[src/ttfa_pkg.sv]
package ttfa_pkg;

  typedef enum logic [1:0] {
    MODE_IDLE  = 2'd0,
    MODE_RUN   = 2'd1,
    MODE_ALARM = 2'd2
  } mode_e;

  typedef enum logic [1:0] {
    ST_IDLE,
    ST_SETUP,
    ST_DIV,
    ST_FIN
  } seq_state_e;

  typedef enum logic [1:0] {
    SEG_RISE,
    SEG_YELLOW,
    SEG_ORANGE,
    SEG_RED
  } fade_seg_e;

  localparam logic [1:0] CFG_TURN_LEN = 2'd0;
  localparam logic [1:0] CFG_REMIND   = 2'd1;
  localparam logic [1:0] CFG_BEEP_LEN = 2'd2;

  localparam logic [15:0] TURN_LEN_RST = 16'd12000;
  localparam logic [15:0] REMIND_RST   = 16'd6000;
  localparam logic [7:0]  BEEP_LEN_RST = 8'd10;

  localparam logic [7:0] LEVEL_MAX   = 8'd255;
  localparam logic [7:0] GREEN_MID   = 8'd165;
  localparam logic [7:0] MULT_YELLOW = 8'd90;
  localparam logic [7:0] MULT_ORANGE = 8'd165;
  localparam logic [7:0] MULT_RISE   = 8'd255;

  // alarm pattern period is 240 ticks
  localparam logic [7:0] PHASE_LAST = 8'd239;

  // quarter is 14 bits, step multiplier 8 bits
  localparam int QUARTER_W = 14;
  localparam int DIV_W     = QUARTER_W + 8;

  typedef struct packed {
    logic hit;
    logic on;
  } pat_drive_t;

  // on/off slots: 5,5 5,5 10,10 5,5 5,5 10,20, then no override
  function automatic pat_drive_t pattern_drive(logic [7:0] phase);
    pat_drive_t r;
    r.hit = (phase < 8'd90);
    r.on  = (phase < 8'd5) ||
            (phase >= 8'd10 && phase < 8'd15) ||
            (phase >= 8'd20 && phase < 8'd30) ||
            (phase >= 8'd40 && phase < 8'd45) ||
            (phase >= 8'd50 && phase < 8'd55) ||
            (phase >= 8'd60 && phase < 8'd70);
    return r;
  endfunction

endpackage

[src/turn_timer_fade_alarm.sv]
// An item passes the setup, division and finish states and is then registered
// to the output when free; only then is a new item taken. The fade quotient
// comes from a restoring divider retiring one quotient bit per cycle (8 steps).
// A new item may be accepted while the previous result waits on the output.
// rst_ni (async, active low) restores register defaults, idle mode,
// red 0 / green 255, and clears all counters and flags.
module turn_timer_fade_alarm (
  input  logic        clk_i,
  input  logic        rst_ni,
  input  logic        cfg_we_i,
  input  logic [1:0]  cfg_idx_i,
  input  logic [15:0] cfg_data_i,
  input  logic        in_valid_i,
  output logic        in_ready_o,
  input  logic        button_level_i,
  output logic        out_valid_o,
  input  logic        out_ready_i,
  output logic [7:0]  red_level_o,
  output logic [7:0]  green_level_o,
  output logic        buzzer_on_o,
  output logic [1:0]  mode_o
);
  import ttfa_pkg::*;

  // configuration
  logic [15:0] turn_len_q, remind_q;
  logic [7:0]  beep_len_q;

  // sequencer
  seq_state_e state_q, state_d;
  logic [2:0] div_cnt_q;
  logic       commit, div_last;

  // tick state
  mode_e       mode_q, mode_d;
  logic [15:0] elapsed_q, elapsed_d;
  logic [15:0] alarm_cnt_q, alarm_cnt_d;
  logic [7:0]  phase_q, phase_d;
  logic        prev_q, prev_d;
  logic [7:0]  beep_q, beep_d;
  logic        remind_done_q, remind_done_d;
  logic [7:0]  red_q, red_d;
  logic [7:0]  green_q, green_d;
  logic        buzz_q, buzz_d;
  logic        out_valid_q;

  // payload
  logic             lvl_q;
  fade_seg_e        seg_q;
  logic [DIV_W-1:0] rem_q, dvs_q;
  logic [7:0]       quot_q;

  // setup math
  logic [QUARTER_W-1:0] quarter;
  logic [15:0]          q1, q2, q3, base, diff;
  logic [7:0]           mult;
  fade_seg_e            seg;
  logic [DIV_W-1:0]     prod;
  logic                 trial_ok;

  logic        pressed;
  logic [15:0] el_inc;
  logic [7:0]  fade_red, fade_green;
  pat_drive_t  pat;

  // ---------------- sequencer ----------------
  always_comb begin
    state_d = state_q;
    case (state_q)
      ST_IDLE:  if (in_valid_i) state_d = ST_SETUP;
      ST_SETUP: state_d = ST_DIV;
      ST_DIV:   if (div_cnt_q == 3'd7) state_d = ST_FIN;
      ST_FIN:   if (!out_valid_q || out_ready_i) state_d = ST_IDLE;
      default:  state_d = ST_IDLE;
    endcase
  end

  always_comb begin
    in_ready_o = 1'b0;
    commit     = 1'b0;
    div_last   = 1'b0;
    case (state_q)
      ST_IDLE: in_ready_o = 1'b1;
      ST_DIV:  div_last = (div_cnt_q == 3'd7);
      ST_FIN:  commit = !out_valid_q || out_ready_i;
      default: ;
    endcase
  end

  // ---------------- fade setup ----------------
  always_comb begin
    quarter = turn_len_q[15:2];
    q1      = {2'b00, quarter};
    q2      = {1'b0, quarter, 1'b0};
    q3      = q2 + q1;
    if (elapsed_q < q1) begin
      seg = SEG_RISE;   base = 16'd0; mult = MULT_RISE;
    end else if (elapsed_q < q2) begin
      seg = SEG_YELLOW; base = q1;    mult = MULT_YELLOW;
    end else if (elapsed_q < q3) begin
      seg = SEG_ORANGE; base = q2;    mult = MULT_ORANGE;
    end else begin
      seg = SEG_RED;    base = elapsed_q; mult = 8'd0;
    end
    diff = elapsed_q - base;
    // diff stays below quarter, so it fits the quarter width
    prod = DIV_W'(diff[QUARTER_W-1:0]) * DIV_W'(mult);
  end

  assign trial_ok = (rem_q >= dvs_q);

  always_ff @(posedge clk_i) begin
    if (in_valid_i && in_ready_o) begin
      lvl_q <= button_level_i;
    end
    case (state_q)
      ST_SETUP: begin
        seg_q  <= seg;
        rem_q  <= prod;
        dvs_q  <= {1'b0, quarter, 7'd0};
        quot_q <= 8'd0;
      end
      ST_DIV: begin
        if (trial_ok) rem_q <= rem_q - dvs_q;
        quot_q <= {quot_q[6:0], trial_ok};
        dvs_q  <= {1'b0, dvs_q[DIV_W-1:1]};
      end
      default: ;
    endcase
  end

  // ---------------- tick update ----------------
  always_comb begin
    case (seg_q)
      SEG_RISE:   begin fade_red = quot_q;    fade_green = LEVEL_MAX;          end
      SEG_YELLOW: begin fade_red = LEVEL_MAX; fade_green = LEVEL_MAX - quot_q; end
      SEG_ORANGE: begin fade_red = LEVEL_MAX; fade_green = GREEN_MID - quot_q; end
      default:    begin fade_red = LEVEL_MAX; fade_green = 8'd0;               end
    endcase
  end

  always_comb begin
    pressed       = !prev_q && lvl_q;
    prev_d        = lvl_q;
    el_inc        = elapsed_q + 16'd1;
    pat           = pattern_drive(phase_q);
    mode_d        = mode_q;
    elapsed_d     = elapsed_q;
    alarm_cnt_d   = alarm_cnt_q;
    phase_d       = phase_q;
    remind_done_d = remind_done_q;
    red_d         = red_q;
    green_d       = green_q;
    buzz_d        = (beep_q != 8'd0);
    beep_d        = (beep_q != 8'd0) ? beep_q - 8'd1 : beep_q;
    case (mode_q)
      MODE_IDLE: begin
        if (pressed) begin
          mode_d        = MODE_RUN;
          elapsed_d     = 16'd0;
          beep_d        = beep_len_q;
          remind_done_d = 1'b0;
        end
      end
      MODE_RUN: begin
        red_d     = fade_red;
        green_d   = fade_green;
        elapsed_d = el_inc;
        if (el_inc == remind_q && !remind_done_q) begin
          beep_d        = beep_len_q;
          remind_done_d = 1'b1;
        end
        if (pressed || el_inc >= turn_len_q) begin
          mode_d      = MODE_ALARM;
          alarm_cnt_d = 16'd0;
          phase_d     = 8'd0;
        end
      end
      MODE_ALARM: begin
        red_d   = fade_red;
        green_d = fade_green;
        if (pat.hit) buzz_d = pat.on;
        alarm_cnt_d = alarm_cnt_q + 16'd1;
        // phase tracks alarm count mod 240, restarting when the count wraps
        if (alarm_cnt_q == 16'hFFFF || phase_q == PHASE_LAST) begin
          phase_d = 8'd0;
        end else begin
          phase_d = phase_q + 8'd1;
        end
        if (pressed) begin
          mode_d        = MODE_IDLE;
          elapsed_d     = 16'd0;
          alarm_cnt_d   = 16'd0;
          phase_d       = 8'd0;
          remind_done_d = 1'b0;
          beep_d        = 8'd0;
          red_d         = 8'd0;
          green_d       = LEVEL_MAX;
        end
      end
      default: ;
    endcase
  end

  always_ff @(posedge clk_i or negedge rst_ni) begin
    if (!rst_ni) begin
      turn_len_q    <= TURN_LEN_RST;
      remind_q      <= REMIND_RST;
      beep_len_q    <= BEEP_LEN_RST;
      state_q       <= ST_IDLE;
      div_cnt_q     <= 3'd0;
      mode_q        <= MODE_IDLE;
      elapsed_q     <= 16'd0;
      alarm_cnt_q   <= 16'd0;
      phase_q       <= 8'd0;
      prev_q        <= 1'b0;
      beep_q        <= 8'd0;
      remind_done_q <= 1'b0;
      red_q         <= 8'd0;
      green_q       <= LEVEL_MAX;
      buzz_q        <= 1'b0;
      out_valid_q   <= 1'b0;
    end else begin
      if (cfg_we_i) begin
        case (cfg_idx_i)
          CFG_TURN_LEN: turn_len_q <= cfg_data_i;
          CFG_REMIND:   remind_q   <= cfg_data_i;
          CFG_BEEP_LEN: beep_len_q <= cfg_data_i[7:0];
          default: ;
        endcase
      end
      state_q   <= state_d;
      div_cnt_q <= (state_q == ST_DIV && !div_last) ? div_cnt_q + 3'd1 : 3'd0;
      if (commit) begin
        mode_q        <= mode_d;
        elapsed_q     <= elapsed_d;
        alarm_cnt_q   <= alarm_cnt_d;
        phase_q       <= phase_d;
        prev_q        <= prev_d;
        beep_q        <= beep_d;
        remind_done_q <= remind_done_d;
        red_q         <= red_d;
        green_q       <= green_d;
        buzz_q        <= buzz_d;
        out_valid_q   <= 1'b1;
      end else if (out_ready_i) begin
        out_valid_q <= 1'b0;
      end
    end
  end

  assign out_valid_o   = out_valid_q;
  assign red_level_o   = red_q;
  assign green_level_o = green_q;
  assign buzzer_on_o   = buzz_q;
  assign mode_o        = mode_q;

  // ---------------- checks ----------------
  a_div_cnt_idle: assert property (@(posedge clk_i) disable iff (!rst_ni)
    state_q != ST_DIV |-> div_cnt_q == 3'd0)
    else $error("divider step count active outside division");

  a_idle_colors: assert property (@(posedge clk_i) disable iff (!rst_ni)
    mode_q == MODE_IDLE |-> (red_q == 8'd0 && green_q == LEVEL_MAX))
    else $error("idle mode must show plain green");

  a_div_rem: assert property (@(posedge clk_i) disable iff (!rst_ni)
    (state_q == ST_FIN && seg_q != SEG_RED) |-> rem_q < {8'd0, turn_len_q[15:2]})
    else $error("divider remainder not below quarter");

  a_phase_range: assert property (@(posedge clk_i) disable iff (!rst_ni)
    phase_q <= PHASE_LAST)
    else $error("alarm phase beyond pattern period");

endmodule

[config.mk]
export PLATFORM = sky130hd
export DESIGN_NAME = turn_timer_fade_alarm
export DESIGN_NICKNAME = d
export VERILOG_FILES = /design/src/ttfa_pkg.sv /design/src/turn_timer_fade_alarm.sv
export SDC_FILE = /design/constraint.sdc
export NUM_CORES = 1
export LEC_CHECK = 0
export BUFFER_PORTS_ARGS = -buffer_cell sky130_fd_sc_hd__clkbuf_2
export CAP_MARGIN = 20
export CORE_MARGIN = 1.5
export CORE_UTILIZATION = 39
export CTS_CLUSTER_SIZE = 16
export DETAILED_ROUTE_END_ITERATION = 7
export SLEW_MARGIN = 20
export SYNTH_ARGS = -nofsm -noshare
export SYNTH_HDL_FRONTEND = slang
export SYNTH_SLANG_ARGS = --single-unit
[constraint.sdc]
create_clock -name clk_i -period 31.7 [get_ports clk_i]
set_input_delay 6.34 -clock clk_i [delete_from_list [all_inputs] [get_ports clk_i]]
set_output_delay 6.34 -clock clk_i [all_outputs]
set_load 0.01 [all_outputs]
==> results.sh, run 1 <==
export IMPL_status="complete, no violations"
export IMPL_areaGrowthSynthToFinish_pct=8.93
export IMPL_path_class="reg2reg"
export IMPL_period_share_pct=34.4
export IMPL_rr_startpoint="turn_len_q[3]"
export IMPL_synth_edf_count=54
export IMPL_n_antenna_cell=0
export IMPL_cts_setup_buffers=0
export IMPL_synth_most_common_cell="inv_1"
export IMPL_via_per_inst=5.42
export IMPL_end_kind="flop"
export IMPL_synth_compound_area_share_pct=16.8
export IMPL_holdBufCountCts=0
export IMPL_critPathLaunchType="flop"
export IMPL_drc=0
export IMPL_ys_top_cells_by_area="dfrtp_1 (15%), ha_1 (14%), edfxtp_1 (11%)"
export IMPL_synth_fa_ha_area_share_pct=23.0
export IMPL_synthFlopType="dfrtp_1"
export IMPL_clock_latency_ns=0.45
export IMPL_grt_pass1_wl_mm=63.3
export IMPL_cts_root_buf="clkbuf_16"
export IMPL_first_iter_violations=657
export IMPL_syn_nets=1953
export IMPL_nets=1971
export IMPL_r2r_cells=43
export IMPL_antenna_found_initial=0
export IMPL_finClkSkew_ns=0.0111
export IMPL_routed_wl_mm=38.0
export IMPL_avgSynthCellArea_um2=9.06
export IMPL_yosysWarnings=0
export IMPL_yosysSeqAreaShare_pct=29.6
export IMPL_rsz0062_at_grt="false"
export IMPL_gp_congestion=0.856
export IMPL_critPathMostFrequentCell="o21ai_0"
export IMPL_cts_buffers=17
export IMPL_die_width_um=201
export IMPL_required_ns=31.88
export IMPL_postSynthCellCount=1689
export IMPL_placed_area_um2=16000
export IMPL_synth_top_family_by_area="adder cells"
export IMPL_fmax_mhz=91.8
export IMPL_post_cts_resized=0
export IMPL_core_area_um2=38600
export IMPL_hpwl_mm=29.4
export IMPL_grt_total_usage_pct=19.4
export IMPL_cts_max_level=4
export IMPL_crit_start="turn_len_q[3]"
export IMPL_post_place_ws_ns=20.81
export IMPL_synthMuxAreaShare_pct=3.06
export IMPL_min_delay_start="div_cnt_q[0]"
export IMPL_syn_area_um2=15300
export IMPL_start_util_pct=39.6
export IMPL_arrival_ns=11.08
export IMPL_stdcell_area_um2=16700
export IMPL_io_pins=45
export IMPL_drt_first_pass_iters=5
export IMPL_path_max_fanout=18
export IMPL_hold_viol_final=0
export IMPL_grt_max_degree=63
export IMPL_port_buffer_count=44
export IMPL_synth_top_area_share_pct=14.9
export IMPL_slew_limit_headroom_pct=40.1
export IMPL_dieHeight_um=201
export IMPL_finalSetupViolCount=0
export IMPL_fin_crit_ns=10.90
export IMPL_ant_nets=0
export IMPL_max_slew_worst_pin_slew_ns=0.899
export IMPL_grt_pass1_vias=12300
export IMPL_drive_gt1_share_pct=9.53
export IMPL_synth_cell_types=81
export IMPL_tns_ns=0
export IMPL_critPathMaxStageDelay_ns=0.54
export IMPL_async_reset_ff_share_pct=68.0
export IMPL_wl_per_cell_um=17.0
export IMPL_finalMaxSlewViolations=0
export IMPL_vias=12100
export IMPL_maxCapViolations=0
export IMPL_gr_total_overflow=0
export IMPL_path_clk_slew_ns=0.07
export IMPL_clock_path_buffers=2
export IMPL_cts_tree="done"
export IMPL_crit_slowest_cell="fa_1"
export IMPL_synth_xor_area_share_pct=6.12
export IMPL_synth_top_cell_by_area="dfrtp_1"
export IMPL_hold_path_class="reg2reg"
export IMPL_hold_path_depth=1
export IMPL_whs_ns=0.432
export IMPL_setup_ws_ns=20.80
export IMPL_ys_ff_latch=169
export IMPL_cts_num_sinks=169
export IMPL_synthSimpleGateAreaFrac_pct=15.4
export IMPL_dieArea_um2=40400
export IMPL_synth_common_cells="inv_1 (185), ha_1 (172), nand2_1 (155)"
export IMPL_row_count=72
==> metal layers <==
metal	global-route usage (%)	vias up	share of wire (%)
met2	32.4	229	47
met5	0	-	0
li1	-	5939	-
met1	26.3	5927	47
met3	3.02	46	3.7
met4	4.99	0	2.0
==> critical path, delay by kind of cell, from the launching register on <==
family	cells	cell delay, ns
adders and majority gates	10	3.86
AOI/OAI and AO/OA	18	3.48
and+or+nand+nor	10	2.03
DFF	1	0.45
buffers and inverters	3	0.38
muxes	1	0.24
xor gates and xnor gates	1	0.16
==> cells by family after synthesis <==
| group | after synthesis |
|---|---|
| AO/OA/AOI/OAI | 407 |
| XOR/XNOR | 99 |
| adder cells (fa/ha/maj) | 240 |
| buffers and inverters | 243 |
| flip-flops | 169 |
| multiplexers | 43 |
| AND/OR/NAND/NOR | 488 |
==> cell usage in the layout, fill, tap and decap left out, types with 12 or more instances in the layout <==
cell / count
xor2_1: 40
inv_1: 185
a21o_1: 27
dfrtp_1: 91
nand3_1: 36
and2_1: 18
and3_1: 20
o211ai_1: 21
buf_4: 12
nand2_1: 155
o21a_1: 14
clkbuf_2: 43
nor3_1: 23
ha_1: 171
mux2i_1: 13
dfstp_2: 24
edfxtp_1: 54
o21ai_0: 152
a31oi_1: 15
nor2b_1: 17
fa_1: 68
nand4_1: 12
mux2_2: 30
xnor2_1: 54
nor2_1: 134
o31ai_1: 14
nand2b_1: 27
a21oi_1: 76
clkbuf_16: 18
==> stage by stage <==
stage | std cells | utilization, %
2_1_floorplan | 1689 | -
3_3_place_gp | 2206 | 41.5
3_5_place_dp | 2206 | 41.5
4_1_cts | 2238 | 43.1
5_1_grt | 2238 | 43.1
6_report | 2238 | 43.1
==> flip-flops by register name, indices dropped and copies added (netlist names), 3 cells and up <==
name           cells
alarm_cnt_q       16
phase_q            8
div_cnt_q          3
remind_q          16
beep_len_q         8
quot_q             8
red_level_o        8
turn_len_q        16
green_level_o      8
elapsed_q         16
rem_q             22
beep_q             8
dvs_q             21
==> cell type report <==
| type | count | area, um^2 |
|---|---|---|
| fill | 3834 | 22000 |
| multi-input combinational | 1277 | 9860 |
| sequential | 169 | 4530 |
| inverter | 187 | 702 |
| tap | 518 | 648 |
| clock buffer | 20 | 468 |
| timing repair buffer | 55 | 305 |
| clock inverter | 12 | 153 |
==> worst paths after layout <==
check	slack, ns	end
max	20.80	rem_q[19]
min	0.43	div_cnt_q[0]
max reg2reg	20.80	rem_q[19]
min reg2reg	0.43	div_cnt_q[0]
max in group asynchronous	24.46	elapsed_q[11]
min in group asynchronous	5.94	phase_q[3]
Power of run 1 is left out: the tool's default activity adds up to more than one toggle a clock period on the data nets, which glitch-free logic cannot reach.
==> inputs of run 2 (changes only) <==
Clock period 31.7 ns to 10.5 ns, I/O delays scaled along.
==> results.sh, run 2 (synthesis results as in run 1) <==
export IMPL_status="complete, no violations"
export IMPL_cts_max_level=4
export IMPL_cts_root_buf="clkbuf_16"
export IMPL_top_register="rem_q"
export IMPL_dieArea_um2=40400
export IMPL_via_per_inst=5.48
export IMPL_first_iter_violations=692
export IMPL_vias=12400
export IMPL_core_area_um2=38600
export IMPL_required_ns=10.65
export IMPL_tns_ns=0
export IMPL_end_kind="flop"
export IMPL_holdBufCountCts=0
export IMPL_grt_pass1_wl_mm=63.9
export IMPL_path_clk_slew_ns=0.07
export IMPL_wl_per_cell_um=17.2
export IMPL_path_max_fanout=11
export IMPL_crit_slowest_cell="fa_1"
export IMPL_drive_gt1_share_pct=11.8
export IMPL_hold_path_depth=1
export IMPL_r2r_cells=41
export IMPL_fin_crit_ns=10.01
export IMPL_clock_path_buffers=2
export IMPL_start_util_pct=39.6
export IMPL_period_share_pct=95.3
export IMPL_final_common_cell="inv_1"
export IMPL_dieHeight_um=201
export IMPL_row_count=72
export IMPL_hold_viol_final=0
export IMPL_n_antenna_cell=0
export IMPL_cts_tree="done"
export IMPL_routed_wl_mm=39.0
export IMPL_arrival_ns=10.15
export IMPL_finalSetupViolCount=0
export IMPL_largest_reg_flops=22
export IMPL_gr_total_overflow=0
export IMPL_critPathMaxStageDelay_ns=0.57
export IMPL_cts_buffers=17
export IMPL_maxCapViolations=0
export IMPL_holdPathEnd="div_cnt_q[0]"
export IMPL_hpwl_mm=29.8
export IMPL_ant_nets=0
export IMPL_drt_first_pass_iters=5
export IMPL_layoutNonFillerInstCount=2261
export IMPL_nets=1994
export IMPL_critPathMostFrequentCell="fa_1"
export IMPL_critPathLaunchType="flop"
export IMPL_hold_path_class="reg2reg"
export IMPL_min_delay_start="div_cnt_q[0]"
export IMPL_grt_pass1_vias=12200
export IMPL_die_width_um=201
export IMPL_final_cell_mix="inv_1 (185), ha_1 (169), nand2_1 (154)"
export IMPL_max_slew_worst_pin_slew_ns=0.886
export IMPL_grt_total_usage_pct=19.6
export IMPL_post_place_ws_ns=0.151
export IMPL_setup_ws_ns=0.494
export IMPL_finClkSkew_ns=0.0211
export IMPL_finalMaxSlewViolations=0
export IMPL_path_buf_inv=4
export IMPL_path_class="reg2reg"
export IMPL_antenna_found_initial=0
export IMPL_fmax_mhz=99.9
export IMPL_grt_max_degree=63
export IMPL_areaGrowthSynthToFinish_pct=10.4
export IMPL_whs_ns=0.441
export IMPL_reg_top3="rem_q: 22 flops, dvs_q: 21 flops"
export IMPL_port_buffer_count=44
export IMPL_drc=0
export IMPL_slew_limit_headroom_pct=39.4
export IMPL_rr_startpoint="turn_len_q[2]"
export IMPL_timing_reg2reg_setup_slack_ns=0.49
export IMPL_r2r_end="rem_q[18]"
export IMPL_gp_congestion=0.879
export IMPL_placed_cells=2225
export IMPL_crit_family="adder cells"
export IMPL_clock_latency_ns=0.45
export IMPL_cts_num_sinks=169
export IMPL_io_pins=45
run 2: changes by cell type in the layout (fill, tap and decap cells not counted), moves of 4 or more:
cell,change
o21ai_0,-7
buf_4,+23
o21ai_2,+4
o21ai_1,+4
run 2: area by class of cell:
cell class	count	area, um^2
repair buffers	78	478
well taps	518	648
inverters	187	702
multi-input cells	1277	9990
flip-flops and latches	169	4530
fillers	3753	21800
clock inverters	11	90.1
clock buffers	21	450
run 2: through the flow:
stage	instance area (um^2)	utilization (%)
2_1_floorplan	15300	-
6_report	16900	43.7
3_5_place_dp	16200	41.9
3_3_place_gp	16200	41.9
5_1_grt	16900	43.7
4_1_cts	16700	43.3
run 2: what timing repair did:
action / CTS / global route
setup endpoints to repair: 0 / 9
resized for setup: 0 / 33
setup buffers: 0 / 4
run 2: metal layers:
metal | wire, um | track usage, %
met5 | 0 | 0
met3 | 1780 | 2.99
met4 | 986 | 5.72
met2 | 18200 | 32.2
met1 | 18000 | 26.6
run 2: worst reg2reg max path: cells and delay by family (launching register included):
family / cells / cell delay [ns]
AOI/OAI and AO/OA: 17 / 3.02
and+or+nand+nor: 9 / 1.48
DFF: 1 / 0.43
muxes: 1 / 0.37
adders and majority gates: 9 / 3.78
xor gates and xnor gates: 1 / 0.14
buffers and inverters: 4 / 0.50
run 2: worst max path at each step:
stage | start | end | slack (ns) | cells after the start
after floorplan | turn_len_q[3] | rem_q[20] | 0.27 | 45
after global placement | turn_len_q[2] | rem_q[20] | 0.32 | 44
after detailed placement | turn_len_q[2] | rem_q[20] | 0.15 | 43
after CTS | turn_len_q[2] | rem_q[20] | 0.13 | 44
after global routing | turn_len_q[2] | rem_q[14] | -0.04 | 46
final | turn_len_q[2] | rem_q[18] | 0.49 | 41
Power of run 2 is left out for the same reason.
==> inputs of run 3 (changes only) <==
Settings changed: CORE_ASPECT_RATIO from default to 1.4, CTS_CLUSTER_DIAMETER from default to 80, SETUP_SLACK_MARGIN from default to 0.4.
==> results.sh, run 3 (synthesis results as in run 1) <==
export IMPL_n_antenna_cell=0
export IMPL_final_cell_mix="inv_1 (178), ha_1 (161), nand2_1 (151)"
export IMPL_path_max_fanout=5
export IMPL_grt_pass1_vias=12700
export IMPL_cts_max_level=4
export IMPL_clock_path_buffers=2
export IMPL_finalMaxSlewViolations=0
export IMPL_finClkSkew_ns=0.0118
export IMPL_path_buf_inv=4
export IMPL_path_class="reg2reg"
export IMPL_hold_path_class="reg2reg"
export IMPL_critPathLaunchType="flop"
export IMPL_row_count=85
export IMPL_cts_root_buf="clkbuf_16"
export IMPL_drive_gt1_share_pct=14.7
export IMPL_hpwl_mm=30.2
export IMPL_post_route_util_pct=44.7
export IMPL_dieHeight_um=237
export IMPL_grt_total_usage_pct=20.3
export IMPL_io_pins=45
export IMPL_fmax_mhz=104
export IMPL_dieArea_um2=40400
export IMPL_first_iter_violations=601
export IMPL_clock_latency_ns=0.46
export IMPL_die_width_um=170
export IMPL_start_util_pct=39.6
export IMPL_max_slew_worst_pin_slew_ns=0.903
export IMPL_arrival_ns=9.84
export IMPL_gr_total_overflow=0
export IMPL_grt_pass1_wl_mm=64.6
export IMPL_period_share_pct=91.9
export IMPL_areaGrowthSynthToFinish_pct=12.9
export IMPL_drc=0
export IMPL_top_register="rem_q"
export IMPL_path_clk_slew_ns=0.08
export IMPL_nets=2001
export IMPL_slew_limit_headroom_pct=39.8
export IMPL_cts_buffers=17
export IMPL_via_per_inst=5.42
export IMPL_gp_congestion=0.851
export IMPL_core_area_um2=38600
export IMPL_drt_first_pass_iters=7
export IMPL_fin_crit_ns=9.65
export IMPL_wl_per_cell_um=17.3
export IMPL_cts_tree="done"
export IMPL_port_buffer_count=44
export IMPL_end_kind="flop"
export IMPL_required_ns=10.69
export IMPL_cts_num_sinks=169
export IMPL_grt_max_degree=68
export IMPL_hold_viol_final=0
export IMPL_status="complete, no violations"
export IMPL_holdBufCountCts=0
export IMPL_maxCapViolations=0
export IMPL_finalSetupViolCount=0
export IMPL_ant_nets=0
export IMPL_final_common_cell="inv_1"
export IMPL_crit_slowest_cell="fa_2"
export IMPL_largest_reg_flops=22
export IMPL_antenna_found_initial=0
export IMPL_critPathMaxStageDelay_ns=0.59
export IMPL_reg_top3="rem_q: 22 flops, dvs_q: 21 flops"
export IMPL_vias=12300
export IMPL_rsz0062_at_grt="false"
export IMPL_crit_family="adder cells"
export IMPL_routed_wl_mm=39.4
-- run 3: changes by cell type in the layout (fill, tap and decap cells not counted), moves of 6 or more --
cell | previous run | this run
clkinv_8 | 0 | 6
ha_1 | 169 | 161
ha_4 | 1 | 7
inv_1 | 185 | 178
inv_2 | 1 | 8
o21ai_0 | 145 | 137
-- run 3: layout make-up --
cell class	count	area, um^2
multi-input combinational	1277	10200
sequential	169	4530
clock buffer	17	425
clock inverter	15	206
timing repair buffer	85	542
fill	3746	21300
inverter	187	702
tap	522	653
-- run 3: through the flow --
stage / TNS (ns) / hold slack, ns / cell area [um^2] / worst slack (ns) / cells
after floorplan: 0 / 0.408 / 15300 / 0.400 / 1689
after detailed placement: -0.0189 / 0.443 / 16200 / -0.0189 / 2226
final: 0 / 0.453 / 17300 / 0.850 / 2272
after global routing: 0 / 0.479 / 17300 / 0.273 / 2272
after global placement: 0 / 0.424 / 16200 / 0.177 / 2226
after CTS: 0 / 0.457 / 16900 / 0.425 / 2260
-- run 3: worst paths after layout --
kind / to / slack [ns] / cells past startpoint / start
setup / recovery: rem_q[18] / 0.85 / 46 / turn_len_q[2]
hold / removal: div_cnt_q[0] / 0.45 / 1 / div_cnt_q[0]
setup reg to reg: rem_q[18] / 0.85 / 46 / turn_len_q[2]
hold reg to reg: div_cnt_q[0] / 0.45 / 1 / div_cnt_q[0]
max in group asynchronous: elapsed_q[3] / 7.49 / 2 / rst_ni
min in group asynchronous: alarm_cnt_q[11] / 1.71 / 1 / rst_ni
-- run 3: per-layer routing --
layer | track usage [%] | part of all wire [%] | vias up
met1 | 23.0 | 40 | 6046
met3 | 2.25 | 2.2 | 76
met5 | 0 | 0 | -
met2 | 37.9 | 53 | 202
li1 | - | - | 5986
met4 | 8.98 | 4.1 | 0
-- run 3: timing repair --
item	4_1_cts	5_1_grt
setup endpoints to repair	7	10
resized for setup	17	77
cloned	0	0
setup buffers	2	12
pin swaps	6	62
Power of run 3 is left out for the same reason.
